`config.mk`:
```
export PLATFORM = sky130hd
export DESIGN_NAME = alp_cordic_stage
export DESIGN_NICKNAME = d
export VERILOG_FILES = /design/src/rtl/alp_pkg.sv /design/src/rtl/alp_cordic_stage.sv
export SDC_FILE = /design/constraint.sdc
export NUM_CORES = 1
export LEC_CHECK = 0
export BUFFER_PORTS_ARGS = -buffer_cell sky130_fd_sc_hd__buf_4
export CORE_ASPECT_RATIO = 1.2
export CORE_UTILIZATION = 31
export DETAILED_ROUTE_END_ITERATION = 7
export GPL_TIMING_DRIVEN = 0
export PLACE_DENSITY = 0.49
export SETUP_SLACK_MARGIN = 0.3
export SYNTH_ARGS = -nofsm -noshare
export SYNTH_HDL_FRONTEND = slang
export SYNTH_SLANG_ARGS = --single-unit
```
`constraint.sdc`:
```
create_clock -name i_clk -period 4.5 [get_ports i_clk]
set_clock_uncertainty 0.2 [all_clocks]
set_input_delay 0 -clock i_clk [delete_from_list [all_inputs] [get_ports i_clk]]
set_output_delay 0 -clock i_clk [all_outputs]
set_load 0.005 [all_outputs]
```
`src/rtl/alp_pkg.sv`:
```
package alp_pkg;

    // offsets after the guard shift, products and rotated sums
    localparam int D_W       = 33;
    localparam int TRIG_W    = 16;
    localparam int P_W       = D_W + TRIG_W;
    localparam int X_W       = P_W + 1;
    // cordic datapath, room for the gain of two passes
    localparam int CW        = 56;
    localparam int TURN_W    = 32;
    localparam int TABLE_LEN = 24;
    localparam int CFG_IDX_W = 3;

    // cordic gain 1.64676 in q14
    localparam logic signed [TRIG_W:0] GAIN_Q14 = 17'sd26981;

    // register indexes
    localparam logic [CFG_IDX_W-1:0] REG_POI_NORTH = 3'd0;
    localparam logic [CFG_IDX_W-1:0] REG_POI_EAST  = 3'd1;
    localparam logic [CFG_IDX_W-1:0] REG_POI_DOWN  = 3'd2;
    localparam logic [CFG_IDX_W-1:0] REG_AZ_LEFT   = 3'd3;
    localparam logic [CFG_IDX_W-1:0] REG_AZ_RIGHT  = 3'd4;
    localparam logic [CFG_IDX_W-1:0] REG_EL_LOWER  = 3'd5;
    localparam logic [CFG_IDX_W-1:0] REG_EL_UPPER  = 3'd6;

    typedef logic signed [CW-1:0] t_vec;
    typedef logic [TURN_W-1:0]    t_turn;

    // arctangent of 2^-i as a fraction of a full turn
    function automatic t_turn atan_turn(input int unsigned step);
        t_turn r;
        case (step)
            0:  r = 32'h20000000;
            1:  r = 32'h12E4051E;
            2:  r = 32'h09FB385B;
            3:  r = 32'h051111D4;
            4:  r = 32'h028B0D43;
            5:  r = 32'h0145D7E1;
            6:  r = 32'h00A2F61E;
            7:  r = 32'h00517C55;
            8:  r = 32'h0028BE53;
            9:  r = 32'h00145F2F;
            10: r = 32'h000A2F98;
            11: r = 32'h000517CC;
            12: r = 32'h00028BE6;
            13: r = 32'h000145F3;
            14: r = 32'h0000A2FA;
            15: r = 32'h0000517D;
            16: r = 32'h000028BE;
            17: r = 32'h0000145F;
            18: r = 32'h00000A30;
            19: r = 32'h00000518;
            20: r = 32'h0000028C;
            21: r = 32'h00000146;
            22: r = 32'h000000A3;
            23: r = 32'h00000051;
            default: r = '0;
        endcase
        return r;
    endfunction

endpackage

```
`src/rtl/alp_cordic_stage.sv`:
```
module alp_cordic_stage #(
    parameter int STEP   = 0,
    parameter int SIDE_W = 1
) (
    input  logic                 i_clk,
    input  logic                 i_rst_n,
    input  logic                 i_valid,
    output logic                 o_ready,
    input  alp_pkg::t_vec        i_x,
    input  alp_pkg::t_vec        i_y,
    input  alp_pkg::t_turn       i_ang,
    input  logic [SIDE_W-1:0]    i_side,
    output logic                 o_valid,
    input  logic                 i_ready,
    output alp_pkg::t_vec        o_x,
    output alp_pkg::t_vec        o_y,
    output alp_pkg::t_turn       o_ang,
    output logic [SIDE_W-1:0]    o_side
);
    import alp_pkg::*;

    logic              w_en;
    t_vec              w_dx, w_dy;
    logic              r_valid;
    t_vec              r_x, r_y;
    t_turn             r_ang;
    logic [SIDE_W-1:0] r_side;

    assign w_en    = !r_valid || i_ready;
    assign o_ready = w_en;
    assign w_dx    = i_y >>> STEP;
    assign w_dy    = i_x >>> STEP;

    // one vectoring rotation toward y = 0
    always_ff @(posedge i_clk) begin
        if (!i_rst_n) begin
            r_valid <= 1'b0;
        end else if (w_en) begin
            r_valid <= i_valid;
        end
        if (w_en) begin
            if (!i_y[CW-1]) begin
                r_x   <= i_x + w_dx;
                r_y   <= i_y - w_dy;
                r_ang <= i_ang + atan_turn(STEP);
            end else begin
                r_x   <= i_x - w_dx;
                r_y   <= i_y + w_dy;
                r_ang <= i_ang - atan_turn(STEP);
            end
            r_side <= i_side;
        end
    end

    assign o_valid = r_valid;
    assign o_x     = r_x;
    assign o_y     = r_y;
    assign o_ang   = r_ang;
    assign o_side  = r_side;

endmodule

```
* Word level (Yosys, flattened, before mapping)
Cells that the tools add are included.
Widths: inputs -> output; s select.
** Word-level totals
- Flip-flop bits (word level) :: 146
- Bits of input ports :: 149
- Output and inout bits :: 147
** Operators by class
- Add/sub/neg operators :: 5
- Muxes and demuxes :: 3
- Reduce and logical (&&, ||, !) cells :: 2
** Operator list (count)
- $mux 56 :: 2
- $sub 56x56->56 :: 2
- $add 56x56->56 :: 1
- $add 32x30->32 const B :: 1
- $mux 32 :: 1
- $sub 32x30->32 const B :: 1
- $logic_not 1->1 :: 1
- $logic_or 1x1->1 :: 1

* Depth between registers and ports, before layout
- Word-level depth :: 2
- Mapped depth :: 15

* Least setup slack after synthesis
Ideal clock, no wire load.
- Path kind :: register to register
- From :: register r_valid, in the netlist o_valid
- To :: register r_valid, in the netlist o_valid
- Library setup time :: 0.324 ns
- Arrival time :: 4.009 ns
- Required time :: 3.976 ns
- Slack :: -0.033 ns
- Cell stages (with the launch flop) :: 3
- Path buffers :: 0
- Path through :: dfxtp_1 > nand2b_1 > a21boi_0
** Between the ends
- Longest elaborated chain between the ends :: 2
** RTL lines
- from (decl) :: RTL line alp_cordic_stage.sv:24 : logic r_valid;
- from (signal assigned) :: RTL line alp_cordic_stage.sv:39 : r_valid <= i_valid;
- $logic_not 1->1 :: RTL line alp_cordic_stage.sv:29 : assign w_en = !r_valid || i_ready;
- $logic_or 1x1->1 :: RTL line alp_cordic_stage.sv:29
- via o_ready :: RTL line alp_cordic_stage.sv:8 : output logic o_ready,
The timed path passes the listed nets, and every way through them passes these cells.
A chain may end at the register's enable or synchronous reset.

* Worst setup path in the final report
- From :: input port i_x[21]
- To :: register r_x[52], in the netlist o_x[52] (data pin)
** Between the ends
- Longest elaborated chain between the ends :: 2
- Elaborated cells between the ends (all ways) :: 3
- Classes of those cells :: 2 x add/sub; 1 x mux
** RTL lines
- from (decl) :: RTL line alp_cordic_stage.sv:9 : input alp_pkg::t_vec i_x,
- $add 56x56->56 / $sub 56x56->56 (equally long branches) :: RTL line alp_cordic_stage.sv:43, alp_cordic_stage.sv:47
- $mux 56 (*) :: RTL line alp_cordic_stage.sv:42 : if (!i_y[CW-1]) begin
- to (signal assigned) :: RTL line alp_cordic_stage.sv:43 : r_x <= i_x + w_dx;
- to (signal assigned) :: RTL line alp_cordic_stage.sv:47 : r_x <= i_x - w_dx;
- to (decl) :: RTL line alp_cordic_stage.sv:25 : t_vec r_x, r_y;
Mark *: on every way between the ends. The rest lies on a longest branch, timed or not.

==> out/metrics.cfg <==
[yosys]
part_of_the_yosys_area_used_for_sequential_elements_pct = 29.9
synth-main-ff-cell = edfxtp_1
synthTopCellsByArea = edfxtp_1 (30%), ha_1 (15%), a21oi_1 (8.2%)
yosysWarnings = 0
synthDominantAreaCellType = edfxtp_1
synth-edff-count = 144
postSynthCellCount = 1723
syn-num-nets = 2055
post_synthesis_async_set_or_reset_flop_share_pct = 0
post_synth_instance_area_sq_mm = 0.0145
area_share_of_the_largest_cell_type_after_synthesis_pct = 29.8
synth_cell_types = 76
ys_ff_latch = 145
synth_area_per_cell_sq_um = 8.43

[place]
post-dp-hpwl_microns = 50400
finalWeightedCongestion = 0.951
placed_area_sq_mm = 0.0176
io_buffer_count = 294

[global_route]
grt_max_degree = 53
grt_util_all_layers_pct = 25.9
remaining_global_route_overflow = 0
via_count_of_the_first_global_routing_pass = 14600
grt_pass1_wl_microns = 90400
antenna_violations_before_repair = 2

[power]
seqPwrFrac_pct = 33.8
cell_internal_pwr_uw = 3560
power_per_cell_area_mw_per_mm2 = 301
ir_worst_vdd_uv = 238
net-switching-power_uw = 2060
power.combinational.fraction_pct = 40.9
clkPwrFrac_pct = 25.2
switching_share_pct = 36.7
static-leakage-power_uw = 0.00820

[clock_network]
clock_sinks = 145
clock_insertion_delay_worst_skew_ns = 0.45
cts_tree = built
postCtsSetupBuffers = 0
htree_num_levels = 4
clock_transition_at_the_registers_of_the_reported_paths_ns = 0.07
clock_path_buffers = 2
numCtsBuffers = 17
cts-root-buf = clkbuf_16

[die]
chipHeight_microns = 239
fp.dieArea_sq_mm = 0.0477
floorplan.rows = 86
floorplan.initialDensity_pct = 31.5
core_area_sq_mm = 0.0461
boundaryPins = 296
dieWidth_microns = 200

[routing]
via_count = 14500
first_iteration_detailed_routing_drc_count = 1278
via_per_inst = 5.34
first_pass_iters = 5
drt_drc_violations_left = 0
avgRoutedWirePerCell_microns = 22.9
routed_wire_length_microns = 62200
ant_nets = 0

[job]
drv_cap = 0

[timing]
report.final.slew_viol_count = 0
worst_slew_slack_as_a_fraction_of_its_limit_pct = 7.66
tightestPinTransition_ns = 1.39
hold_viol_final = 0
fin_crit_sh_pct = 91.8
period_minus_slack_ns = 4.13
max_clock_freq_mhz = 242
timing.final.setup_violations = 0
grt_setup_unrepaired = no

[final_layout]
finish.utilization_pct = 40.6
nFillCells = 4835
ff_latch_area_sq_mm = 0.00434
layout.nets = 2418
n_antenna_cell = 0
multi_input_comb_area_sq_mm = 0.00928
synthToLayoutAreaGrowth_pct = 28.5
drive_above_1_share_pct = 17.4
mostFrequentLayoutCells = buf_4 (295), a21oi_1 (238), ha_1 (179)
final_common_cell = buf_4
postLayoutCellArea_sq_mm = 0.0187

[worst_setup_path]
critical_path.startpoint_type = input port
crit_path_max_fanout = 5
worst-endpoint-required_ns = 4.56
timing.critical_path.to_type = register
timing_worst_setup_path_type = input port to register
timing.critical_path.arrival_ns = 4.19

[outcome]
status = completed

[worst_hold_path]
hold_path.class = input port to register

-- flip-flops by register name, indices dropped and copies added (netlist names) --
register / cells
o_y: 55
o_side: 1
o_x: 56
o_valid: 1
o_ang: 32
-- cell type report --
type                            count  area share (%)
Multi-Input combinational cell   1322            49.7
Sequential cell                   145            23.3
Timing Repair Buffer              344            14.7
Tap cell                          616            4.13
Inverter                          174            3.50
Clock buffer                       17            2.28
Buffer                             82            1.68
Clock inverter                     15           0.804
-- worst max-delay path: stages --
cell and delay [ns]:
buf_4 0.09, inv_1 0.04, ha_1 0.35, dlygate4sd3_1 0.59
inv_1 0.06, a21oi_1 0.18, o31ai_1 0.15, a2111oi_0 0.81
and3_4 0.41, a22o_4 0.22, o41ai_4 0.09, a221o_2 0.46
a31oi_1 0.29, o21bai_1 0.15, xnor2_1 0.30
-- layer usage --
metal  vias to the layer above  part of all wire, %  wire length (microns)  GRT usage [%]
met5                         -                0.023                     14              0
met4                         2                  4.5                   2780           12.8
met3                       129                  4.5                   2780           3.22
met2                       506                   51                  31500           46.2
met1                      6955                   40                  25100           30.2
li1                       6910                    -                      -              -
-- worst paths after layout --
path                                      startpoint              endpoint  slack [ns]  cells past startpoint
worst min register to register  o_valid$_SDFFE_PN0P_     o_x[11]$_DFFE_PP_        0.84                      1
worst max register to register  o_valid$_SDFFE_PN0P_  o_valid$_SDFFE_PN0P_        2.59                      3
worst min-delay path                         i_x[54]     o_x[55]$_DFFE_PP_       0.006                      5
worst max-delay path                         i_x[21]     o_x[52]$_DFFE_PP_        0.37                     15
-- per-stage QoR --
step	setup TNS, ns	power (uW)	worst slack, ns	hold slack, ns	instances
5_1_grt	0	5940	0.323	0.0362	2715
4_1_cts	0	5680	0.313	0.00838	2715
3_5_place_dp	-2.06	4170	-0.513	-0.0205	2635
6_report	0	5620	0.368	0.00640	2715
3_3_place_gp	-2.51	4170	-0.605	-0.0213	2633
2_1_floorplan	0	3080	1.25	-0.101	1723
-- logic make-up after synthesis --
logic type | Yosys count | share of synthesized area [%]
xor gates and xnor gates | 108 | 6.51
DFF | 145 | 29.9
buffers and inverters | 256 | 6.66
muxes | 42 | 2.90
adders and majority gates | 183 | 16.0
AOI/OAI and AO/OA | 585 | 24.8
and+or+nand+nor | 404 | 13.3
-- power groups by stage --
| stage | combinational (uW) | clock [uW] | sequential [uW] |
|---|---|---|---|
| after detailed placement | 2230 | 0 | 1940 |
| after global routing | 2490 | 1520 | 1930 |
| final | 2300 | 1420 | 1900 |
| after CTS | 2290 | 1480 | 1910 |
| after floorplan | 1130 | 0 | 1950 |
| after global placement | 2230 | 0 | 1940 |
-- synth_stat cells (21+ instances only) --
master / number
nand4_1: 30
o21bai_1: 46
nand3_1: 21
o31ai_1: 25
o21ai_0: 121
ha_1: 179
nor2_1: 145
mux2i_1: 41
nor3_1: 32
xnor2_1: 99
inv_1: 172
clkbuf_1: 59
a21oi_1: 238
a21o_1: 29
nand2_1: 85
edfxtp_1: 144
-- repair_timing --
item	in CTS	in global routing
pin swaps	0	0
endpoints found under the hold margin	47	0
hold buffers	48	0
gates resized for setup	2	7
endpoints found under the setup margin	5	10
No activity file was read; power rests on OpenSTA's default activity.
