<file path="config.mk">
export PLATFORM = sky130hd
export DESIGN_NAME = alp_limit_flat
export DESIGN_NICKNAME = d
export VERILOG_FILES = /design/src/rtl/alp_pkg.sv /design/src/rtl/alp_out_if.sv /design/src/rtl/alp_limit.sv /design/src/flat_wrapper.sv
export SDC_FILE = /design/constraint.sdc
export NUM_CORES = 1
export LEC_CHECK = 0
export BUFFER_PORTS_ARGS = -buffer_cell sky130_fd_sc_hd__buf_2
export CAP_MARGIN = 20
export CORE_AREA = 4 4 146 120
export DETAILED_ROUTE_END_ITERATION = 6
export DIE_AREA = 0 0 150 124
export PLACE_DENSITY_LB_ADDON = 0.05
export RECOVER_POWER = 50
export SLEW_MARGIN = 0
export SYNTH_ARGS = -nofsm -noshare
export SYNTH_HDL_FRONTEND = slang
export SYNTH_SLANG_ARGS = --single-unit
</file>
<file path="constraint.sdc">
create_clock -name i_clk -period 5.25 [get_ports i_clk]
set_input_delay 0.525 -clock i_clk [delete_from_list [all_inputs] [get_ports i_clk]]
set_output_delay 0.525 -clock i_clk [all_outputs]
set_load 0.005 [all_outputs]
</file>
<file path="src/rtl/alp_pkg.sv">
package alp_pkg;

    // offsets after the guard shift, products and rotated sums
    localparam int D_W       = 33;
    localparam int TRIG_W    = 16;
    localparam int P_W       = D_W + TRIG_W;
    localparam int X_W       = P_W + 1;
    // cordic datapath, room for the gain of two passes
    localparam int CW        = 56;
    localparam int TURN_W    = 32;
    localparam int TABLE_LEN = 24;
    localparam int CFG_IDX_W = 3;

    // cordic gain 1.64676 in q14
    localparam logic signed [TRIG_W:0] GAIN_Q14 = 17'sd26981;

    // register indexes
    localparam logic [CFG_IDX_W-1:0] REG_POI_NORTH = 3'd0;
    localparam logic [CFG_IDX_W-1:0] REG_POI_EAST  = 3'd1;
    localparam logic [CFG_IDX_W-1:0] REG_POI_DOWN  = 3'd2;
    localparam logic [CFG_IDX_W-1:0] REG_AZ_LEFT   = 3'd3;
    localparam logic [CFG_IDX_W-1:0] REG_AZ_RIGHT  = 3'd4;
    localparam logic [CFG_IDX_W-1:0] REG_EL_LOWER  = 3'd5;
    localparam logic [CFG_IDX_W-1:0] REG_EL_UPPER  = 3'd6;

    typedef logic signed [CW-1:0] t_vec;
    typedef logic [TURN_W-1:0]    t_turn;

    // arctangent of 2^-i as a fraction of a full turn
    function automatic t_turn atan_turn(input int unsigned step);
        t_turn r;
        case (step)
            0:  r = 32'h20000000;
            1:  r = 32'h12E4051E;
            2:  r = 32'h09FB385B;
            3:  r = 32'h051111D4;
            4:  r = 32'h028B0D43;
            5:  r = 32'h0145D7E1;
            6:  r = 32'h00A2F61E;
            7:  r = 32'h00517C55;
            8:  r = 32'h0028BE53;
            9:  r = 32'h00145F2F;
            10: r = 32'h000A2F98;
            11: r = 32'h000517CC;
            12: r = 32'h00028BE6;
            13: r = 32'h000145F3;
            14: r = 32'h0000A2FA;
            15: r = 32'h0000517D;
            16: r = 32'h000028BE;
            17: r = 32'h0000145F;
            18: r = 32'h00000A30;
            19: r = 32'h00000518;
            20: r = 32'h0000028C;
            21: r = 32'h00000146;
            22: r = 32'h000000A3;
            23: r = 32'h00000051;
            default: r = '0;
        endcase
        return r;
    endfunction

endpackage

</file>
<file path="src/rtl/alp_out_if.sv">
interface alp_out_if #(
    parameter int ANGLE_WIDTH = 16
);
    logic                          valid;
    logic                          ready;
    logic signed [ANGLE_WIDTH-1:0] ref_azimuth;
    logic signed [ANGLE_WIDTH-1:0] ref_elevation;

    modport source (output valid, ref_azimuth, ref_elevation, input ready);
    modport sink   (input valid, ref_azimuth, ref_elevation, output ready);
endinterface

</file>
<file path="src/rtl/alp_limit.sv">
module alp_limit #(
    parameter int ANGLE_WIDTH = 16
) (
    input  logic                   i_clk,
    input  logic                   i_rst_n,
    input  logic                   i_valid,
    output logic                   o_ready,
    input  alp_pkg::t_turn         i_az_turns,
    input  alp_pkg::t_turn         i_el_turns,
    input  logic                   i_el_zero,
    input  logic [ANGLE_WIDTH-2:0] i_swid,
    input  logic [ANGLE_WIDTH-2:0] i_shgt,
    input  logic [ANGLE_WIDTH-1:0] i_az_left,
    input  logic [ANGLE_WIDTH-1:0] i_az_right,
    input  logic [ANGLE_WIDTH-1:0] i_el_lower,
    input  logic [ANGLE_WIDTH-1:0] i_el_upper,
    alp_out_if.source              o_out
);
    import alp_pkg::*;

    localparam t_turn HALF_LSB = t_turn'(1) << (TURN_W - 1 - ANGLE_WIDTH);

    logic                          w_en;
    t_turn                         w_az_rnd, w_el_rnd;
    logic signed [ANGLE_WIDTH-1:0] w_az, w_el;
    logic [ANGLE_WIDTH-1:0]        w_hw, w_hh;
    logic signed [ANGLE_WIDTH-1:0] w_az_lo, w_az_hi, w_el_lo, w_el_hi;
    logic signed [ANGLE_WIDTH-1:0] n_az, n_el;
    logic                          r_valid;
    logic signed [ANGLE_WIDTH-1:0] r_az, r_el;

    assign w_en    = !r_valid || o_out.ready;
    assign o_ready = w_en;

    // round half up to the output angle width
    assign w_az_rnd = i_az_turns + HALF_LSB;
    assign w_el_rnd = i_el_turns + HALF_LSB;
    assign w_az     = w_az_rnd[TURN_W-1 -: ANGLE_WIDTH];
    assign w_el     = i_el_zero ? '0 : w_el_rnd[TURN_W-1 -: ANGLE_WIDTH];

    // bounds shrunk by half the scan size, wrapping
    assign w_hw    = ANGLE_WIDTH'(i_swid >> 1);
    assign w_hh    = ANGLE_WIDTH'(i_shgt >> 1);
    assign w_az_lo = i_az_left  + w_hw;
    assign w_az_hi = i_az_right - w_hw;
    assign w_el_lo = i_el_lower + w_hh;
    assign w_el_hi = i_el_upper - w_hh;

    // when bounds cross, a value below the lower bound takes it, any other the upper bound
    always_comb begin
        n_az = w_az;
        if (w_az < w_az_lo) begin
            n_az = w_az_lo;
        end else if (w_az > w_az_hi) begin
            n_az = w_az_hi;
        end
        n_el = w_el;
        if (w_el < w_el_lo) begin
            n_el = w_el_lo;
        end else if (w_el > w_el_hi) begin
            n_el = w_el_hi;
        end
    end

    always_ff @(posedge i_clk) begin
        if (!i_rst_n) begin
            r_valid <= 1'b0;
        end else if (w_en) begin
            r_valid <= i_valid;
        end
        if (w_en) begin
            r_az <= n_az;
            r_el <= n_el;
        end
    end

    assign o_out.valid         = r_valid;
    assign o_out.ref_azimuth   = r_az;
    assign o_out.ref_elevation = r_el;

endmodule

</file>
<file path="src/flat_wrapper.sv">
// flat-port wrapper written by rule: the top's interface ports become plain ports
module alp_limit_flat import alp_pkg::*;
#(
    parameter int ANGLE_WIDTH = 16
)
  (i_clk, i_rst_n, i_valid, o_ready, i_az_turns, i_el_turns, i_el_zero, i_swid, i_shgt, i_az_left, i_az_right, i_el_lower, i_el_upper, o_out_valid, o_out_ref_azimuth, o_out_ref_elevation, o_out_ready);
  alp_out_if #(.ANGLE_WIDTH(ANGLE_WIDTH)) o_out_i ();
  input  logic i_clk;
  input  logic i_rst_n;
  input  logic i_valid;
  output logic o_ready;
  input  alp_pkg::t_turn i_az_turns;
  input  alp_pkg::t_turn i_el_turns;
  input  logic i_el_zero;
  input  logic [ANGLE_WIDTH-2:0] i_swid;
  input  logic [ANGLE_WIDTH-2:0] i_shgt;
  input  logic [ANGLE_WIDTH-1:0] i_az_left;
  input  logic [ANGLE_WIDTH-1:0] i_az_right;
  input  logic [ANGLE_WIDTH-1:0] i_el_lower;
  input  logic [ANGLE_WIDTH-1:0] i_el_upper;
  output wire logic [$bits(o_out_i.valid)-1:0] o_out_valid;
  output wire logic [$bits(o_out_i.ref_azimuth)-1:0] o_out_ref_azimuth;
  output wire logic [$bits(o_out_i.ref_elevation)-1:0] o_out_ref_elevation;
  input wire logic [$bits(o_out_i.ready)-1:0] o_out_ready;
  assign o_out_valid = o_out_i.valid;
  assign o_out_ref_azimuth = o_out_i.ref_azimuth;
  assign o_out_ref_elevation = o_out_i.ref_elevation;
  assign o_out_i.ready = o_out_ready;
  alp_limit #(.ANGLE_WIDTH(ANGLE_WIDTH)) u_core (.i_clk(i_clk), .i_rst_n(i_rst_n), .i_valid(i_valid), .o_ready(o_ready), .i_az_turns(i_az_turns), .i_el_turns(i_el_turns), .i_el_zero(i_el_zero), .i_swid(i_swid), .i_shgt(i_shgt), .i_az_left(i_az_left), .i_az_right(i_az_right), .i_el_lower(i_el_lower), .i_el_upper(i_el_upper), .o_out(o_out_i));
endmodule
</file>
# Yosys cells after proc, flatten, opt, wreduce, memory -nomap -nowiden
# Index checks and enable logic that the tools add are counted.
[word_totals]
reg_bits = 33
out_inout_bits = 34
[op_classes]
add_sub_neg = 6
n_lt_le_gt_ge = 4
mux = 5
n_reduce_logical = 2
[op_table]
columns = ["operator", "n"]
rows = [
  ["$mux 16", 5],
  ["$add 32x16->32 const B", 2],
  ["$add 16x14->16", 2],
  ["$gt 16x16->1", 2],
  ["$lt 16x16->1", 2],
  ["$sub 16x14->16", 2],
  ["$logic_not 1->1", 1],
  ["$logic_or 1x1->1", 1],
]

# Longest topological paths before layout
[depth]
ltp_word = 5
ltp_mapped = 22
depth_no_buf = 20

# Worst setup path after synthesis
# No wires, ideal clock.
[synth_timing]
path_type = "input-to-reg"
startpoint = "in i_el_upper[0]"
endpoint = "reg u_core.r_el[14] (netlist: u_core.o_out.ref_elevation[14]) (data pin)"
setup_ns = 0.263
arrival_ns = 4.191
t_required_ns = 4.987
path_slack_ns = 0.796
cell_stages = 22
n_path_buf = 2
cell_sequence = "inv_1 -> ha_1 -> inv_1 -> fa_1 -> a211oi_1 -> o21bai_1 -> o311ai_1 -> a31oi_1 -> a31oi_1 -> xor2_1 -> inv_1 -> ha_1 -> and3_1 -> nand3_1 -> nor3_2 -> a21oi_1 -> o21ai_2 -> nand2b_1 -> buf_4 -> buf_6 -> mux2i_1 -> mux2i_1"
[synth_between]
elab_chain_cells = 4
[synth_rtl]
columns = ["element", "line_no", "rtl"]
rows = [
  ["from (decl)", "flat_wrapper.sv:20", "input logic [ANGLE_WIDTH-1:0] i_el_upper;"],
  ["$sub 16x14->16 (*)", "alp_limit.sv:47", "assign w_el_hi = i_el_upper - w_hh;"],
  ["$gt 16x16->1", "alp_limit.sv:60", "end else if (w_el > w_el_hi) begin"],
  ["$mux 16 (*)", "alp_limit.sv:60", ""],
  ["$mux 16 (*)", "alp_limit.sv:58", "if (w_el < w_el_lo) begin"],
  ["net u_core.n_el[14]", "alp_limit.sv:28", "logic signed [ANGLE_WIDTH-1:0] n_az, n_el;"],
  ["to (signal assigned)", "alp_limit.sv:73", "r_el <= n_el;"],
  ["to (decl)", "alp_limit.sv:30", "logic signed [ANGLE_WIDTH-1:0] r_az, r_el;"],
]
# Mark *: on every way through the listed nets, which the timed path passes. The rest lies on a longest branch.
# A chain may end at the register's enable or synchronous reset.

# Worst setup path after layout
[layout_timing]
startpoint = "in i_az_right[0]"
endpoint = "reg u_core.r_az[0] (netlist: u_core.o_out.ref_azimuth[0]) (data pin)"
[layout_between]
elab_chain_cells = 4
[layout_rtl]
columns = ["element", "line_no", "rtl"]
rows = [
  ["from (decl)", "flat_wrapper.sv:18", "input logic [ANGLE_WIDTH-1:0] i_az_right;"],
  ["$sub 16x14->16 (*)", "alp_limit.sv:45", "assign w_az_hi = i_az_right - w_hw;"],
  ["$gt 16x16->1", "alp_limit.sv:54", "end else if (w_az > w_az_hi) begin"],
  ["$mux 16 (*)", "alp_limit.sv:54", ""],
  ["$mux 16 (*)", "alp_limit.sv:52", "if (w_az < w_az_lo) begin"],
  ["net u_core.n_az[0]", "alp_limit.sv:28", ""],
  ["to (signal assigned)", "alp_limit.sv:72", "r_az <= n_az;"],
  ["to (decl)", "alp_limit.sv:30", ""],
]
# Marked as above.

==> reports/results.txt <==
The number of synthesized register bits is 33, and the part of the cycle the worst path needs is 92.0%. In the detailed route, the total length drawn on met2 is 7470 microns. For the final estimated routing congestion in global placement, the log shows 0.842. The tightest min-delay check is of the input pin to flop type.

The critical path starts at i_az_right[0]. The library cells used most frequently in the layout, excluding fill and tap cells, are 154 x sky130_fd_sc_hd__buf_2, 120 x sky130_fd_sc_hd__ha_1, 76 x sky130_fd_sc_hd__inv_1, 58 x sky130_fd_sc_hd__a21oi_1, 52 x sky130_fd_sc_hd__nor2_1. The fraction of registers with async set or reset after synthesis came out at 0%. The number of H-tree levels was 2. The floorplan has 42 rows. Summed over all nets, wire length on met3 after detailed routing comes to 1150 microns. The run gives 0.420 ns as the final worst-path setup slack. The portion of total power attributed to sequential cells was 24.3%. The count of nets left with antenna violations once routing finished came out at 0. From bottom edge to top edge, the die measures 124 microns.

STA puts the critical path data required time at 5.28 ns. CTS saw 33 sinks. Net switching is 40.8% of the power.

The number of design-rule violations left by the first detailed-router iteration came out at 292. The tightest hold path in the finished design has a slack of 0.497 ns. The tools report the number of hold-slack violations in the final timing report as 0. Once the floorplan was initialized, standard cells occupied 39.3% of the core. In the synthesized netlist the dominant register cell turns out to be sky130_fd_sc_hd__edfxtp_1. For the arrival time reported for the critical path endpoint, the log shows 4.86 ns. For the pin with the worst max-slew slack, the measured transition is 2.03 ns. The flow ran to the end, but the final reports show violations.

The top cell type by area accounts for 23.6% of the synthesized area. On the worst path, the slowest cell contributes a delay of 0.48 ns. Clock skew on the completed layout was measured at 0.00362 ns.

Setup repair after global routing left no endpoint under its margin. The floorplan step defined a die boundary enclosing 0.0186 sq mm. Category of the worst setup path launch point: an input pin. The tools report the startpoint of the worst-slack reg-to-reg timing path as u_core.o_out.valid. After detailed routing, the total wire length is 18500 microns.

Relative to the synthesized area, the layout overhead comes to 19.8%. Once placement finished, the instance area stood at 0.00749 sq mm. After clock tree synthesis, the clock-pin slew on the worst setup and hold paths is 0.06 ns. The total grt overflow came out at 0. After detailed routing, no signal wire sits above met5. Once the clock tree was built, the resizer swapped 0 gates to a different size. The category of the critical setup timing path is input pin to flop. The logs give 0.207 GHz for the highest attainable clock frequency and 0 for the final setup violation count. The post-synthesis average cell area was 8.41 sq um; the detailed-route vias per instance was 5.21. At the end of the flow, the number of nets in the layout was 1217. The run gives -35.2% as the worst relative slew slack.

The via count of the first global-routing pass is 5837, and the number of buffer cells added on primary ports is 164. The final reports fail on capacitance limit, slew limit. In this run the power spent charging and discharging nets is 741 uW.

Dominant cell type by count on the critical path: sky130_fd_sc_hd__inv_1. The largest individual stage delay along the critical path comes from the cell sky130_fd_sc_hd__o31ai_1. Detailed placement finished with a half-perimeter wire length of 16000 microns. The tools report the number of antenna violations at the first check in global routing as 2. The maximum number of pins on one net before global-route repair is 35, and the distinct cell type count after synthesis is 59. When the netlist entered floorplanning its net count stood at 1043. The signal on the critical path passes through buf_2 > inv_1 > ha_1 > inv_1 > fa_1 > a21oi_1 > nor2b_1 > o31ai_1 > a311oi_1 > o31a_1 > xnor2_1 > inv_1 > ha_1 > and3_1 > nand3_1 > nor3_1 > a21oi_1 > o2bb2ai_1 > a21oi_2 > buf_4 > mux2i_1 > mux2_2. After routing the design area is 0.00762 sq mm.

For the all-layer global routing usage, the log shows 19.4%. Summing over every cut layer, the via total after detailed routing is 5998. Once the clock tree was built, the setup fixing pass inserted 0 buffers. In this run, CTS created clock tree buffers numbering 5. The logs give 0 for the yosys synthesis warning count and 3.83 nW for the cell leakage power. The worst setup slack after placement is 0.215 ns. The cell family contributing the most delay on the critical path is compound AO/OA/AOI/OAI gates.

By area the synthesized netlist is led by sky130_fd_sc_hd__ha_1 24%, sky130_fd_sc_hd__edfxtp_1 15%, sky130_fd_sc_hd__mux2i_1 8.0%, sky130_fd_sc_hd__xnor2_1 6.2%, sky130_fd_sc_hd__xor2_1 4.8%. Number of flops mapped to enable cells by yosys: 32. For the area inside the core boundary, the log shows 0.0162 sq mm. For this run, the register share of the synthesized area comes to 15.4%.

Once layout is complete, the utilization of the core stands at 47.1%. The cell sitting at the root of the clock tree is a sky130_fd_sc_hd__clkbuf_16. The internal cell power was 1.07 mW. Fill cells in the final layout number 1680. The power density normalized to cell area came out at 238 mW/mm^2.

TritonCTS built the clock tree. For the final antenna diode count, the log shows 0. The largest total area in the synthesized netlist belongs to sky130_fd_sc_hd__ha_1. For the first-pass detailed-route iteration total, the log shows 4. In this run the cell area of the synthesized design comes to 0.00636 sq mm.

The first global-routing pass estimated 29100 microns of wire. Of the total power, combinational logic draws 59.9%. The width of the die is 150 microns. For the final routed database, the setup TNS stands at 0 ns.

Dividing the detail-routed wire length by the instance count gives 16.1 microns. Per report_power, the clock group accounts for 15.8% of the total. The tools report the number of top-level pins as 197. Together, buffers and inverters on the worst path number 5. The tools report the quantity of hold-fixing buffers added after cts as 0. Cells with a size suffix above 1 make up 20.4% of the layout. The worst setup path is captured at a flop. The longest clock path from root to sink contains 2 buffers. For this block, wires on met1 add up to 9850 microns.

The number of pins exceeding their max-slew limit in the final report was 35; the number of maximum-capacitance violations was 1. The worst hold path begins at i_valid. Leaving out fill and tap cells, the most frequent cell in the layout is sky130_fd_sc_hd__buf_2. The cell count after synthesis came out at 756.

The largest fanout on the critical path was 8; the number of DRC violations after detailed routing was 0. Across the VDD grid, the largest voltage drop is 141 uV. The clock latency at the later pin of the worst-skew pair is 0.28 ns, and the final critical path time including I/O delays and setup is 4.83 ns.
per-stage QoR:
stage | instances | power [mW]
3_3_place_gp | 1143 | 1.51
5_1_grt | 1151 | 1.98
6_report | 1151 | 1.81
3_5_place_dp | 1143 | 1.53
2_1_floorplan | 756 | 1.16
4_1_cts | 1151 | 1.84
cell usage after synthesis, drive strengths merged (3+ instances only):
cell and number:
ha 120, inv 76, a21oi 59, nor2 52
mux2i 51, xnor2 45, o21ai 36, xor2 36
edfxtp 32, nand2 31, nand3 23, a21o 20
o21a 15, and3 14, a211oi 12, nor2b 12
nor3 12, a31oi 11, nand4 10, nand2b 9
nor3b 9, o31ai 8, buf 6, o211ai 6
or2 6, or3 6, fa 4, o21bai 4
a21boi 3, and2 3, o31a 3
worst register-to-register path, cell delays in order (launching register included):
cell and delay (ns):
sky130_fd_sc_hd__dfxtp_1 0.32, sky130_fd_sc_hd__nand2b_2 0.06, sky130_fd_sc_hd__clkbuf_1 1.44, sky130_fd_sc_hd__a21boi_0 0.26
registers in the layout, summed over array words and instances (netlist names):
name	flops
u_core.o_out.ref_azimuth	16
u_core.o_out.ref_elevation	16
u_core.o_out.valid	1
power groups by stage:
stage	clock network [mW]	registers (mW)	logic, mW
detailed placement	0	0.444	1.09
finish	0.287	0.441	1.09
floorplan	0	0.452	0.705
global route	0.314	0.451	1.22
global placement	0	0.446	1.06
CTS	0.299	0.442	1.10
metal layers:
layer | track usage [%] | up-vias
met3 | 4.40 | 8
met4 | 0.971 | 4
met1 | 30.4 | 2720
met2 | 28.2 | 150
met5 | 0 | -
li1 | - | 3116
final cells by class:
| class | count | area (sq um) | area share, % |
|---|---|---|---|
| clock buffers | 6 | 129 | 1.69 |
| clock inverters | 2 | 10.0 | 0.131 |
| inverters | 76 | 285 | 3.75 |
| multi-input cells | 639 | 5050 | 66.3 |
| flip-flops and latches | 33 | 981 | 12.9 |
| well taps | 220 | 275 | 3.61 |
| repair buffers | 175 | 887 | 11.6 |
logic make-up after synthesis:
family	after synthesis	share of synthesized area, %
simple gates	191	15.2
flops	33	15.4
mux	53	8.38
compound gates	190	19.5
buf+inv	84	5.33
fa+ha+maj	124	24.9
xor+xnor	81	11.3
worst paths after layout:
check        depth (start not counted)                       endpoint  slack (ns)
max reg2reg                          3             u_core.o_out.valid        2.97
min                                  3             u_core.o_out.valid        0.50
min reg2reg                          2  u_core.o_out.ref_elevation[1]        1.57
max                                 22    u_core.o_out.ref_azimuth[0]        0.42
No activity file was read; power rests on OpenSTA's default activity.
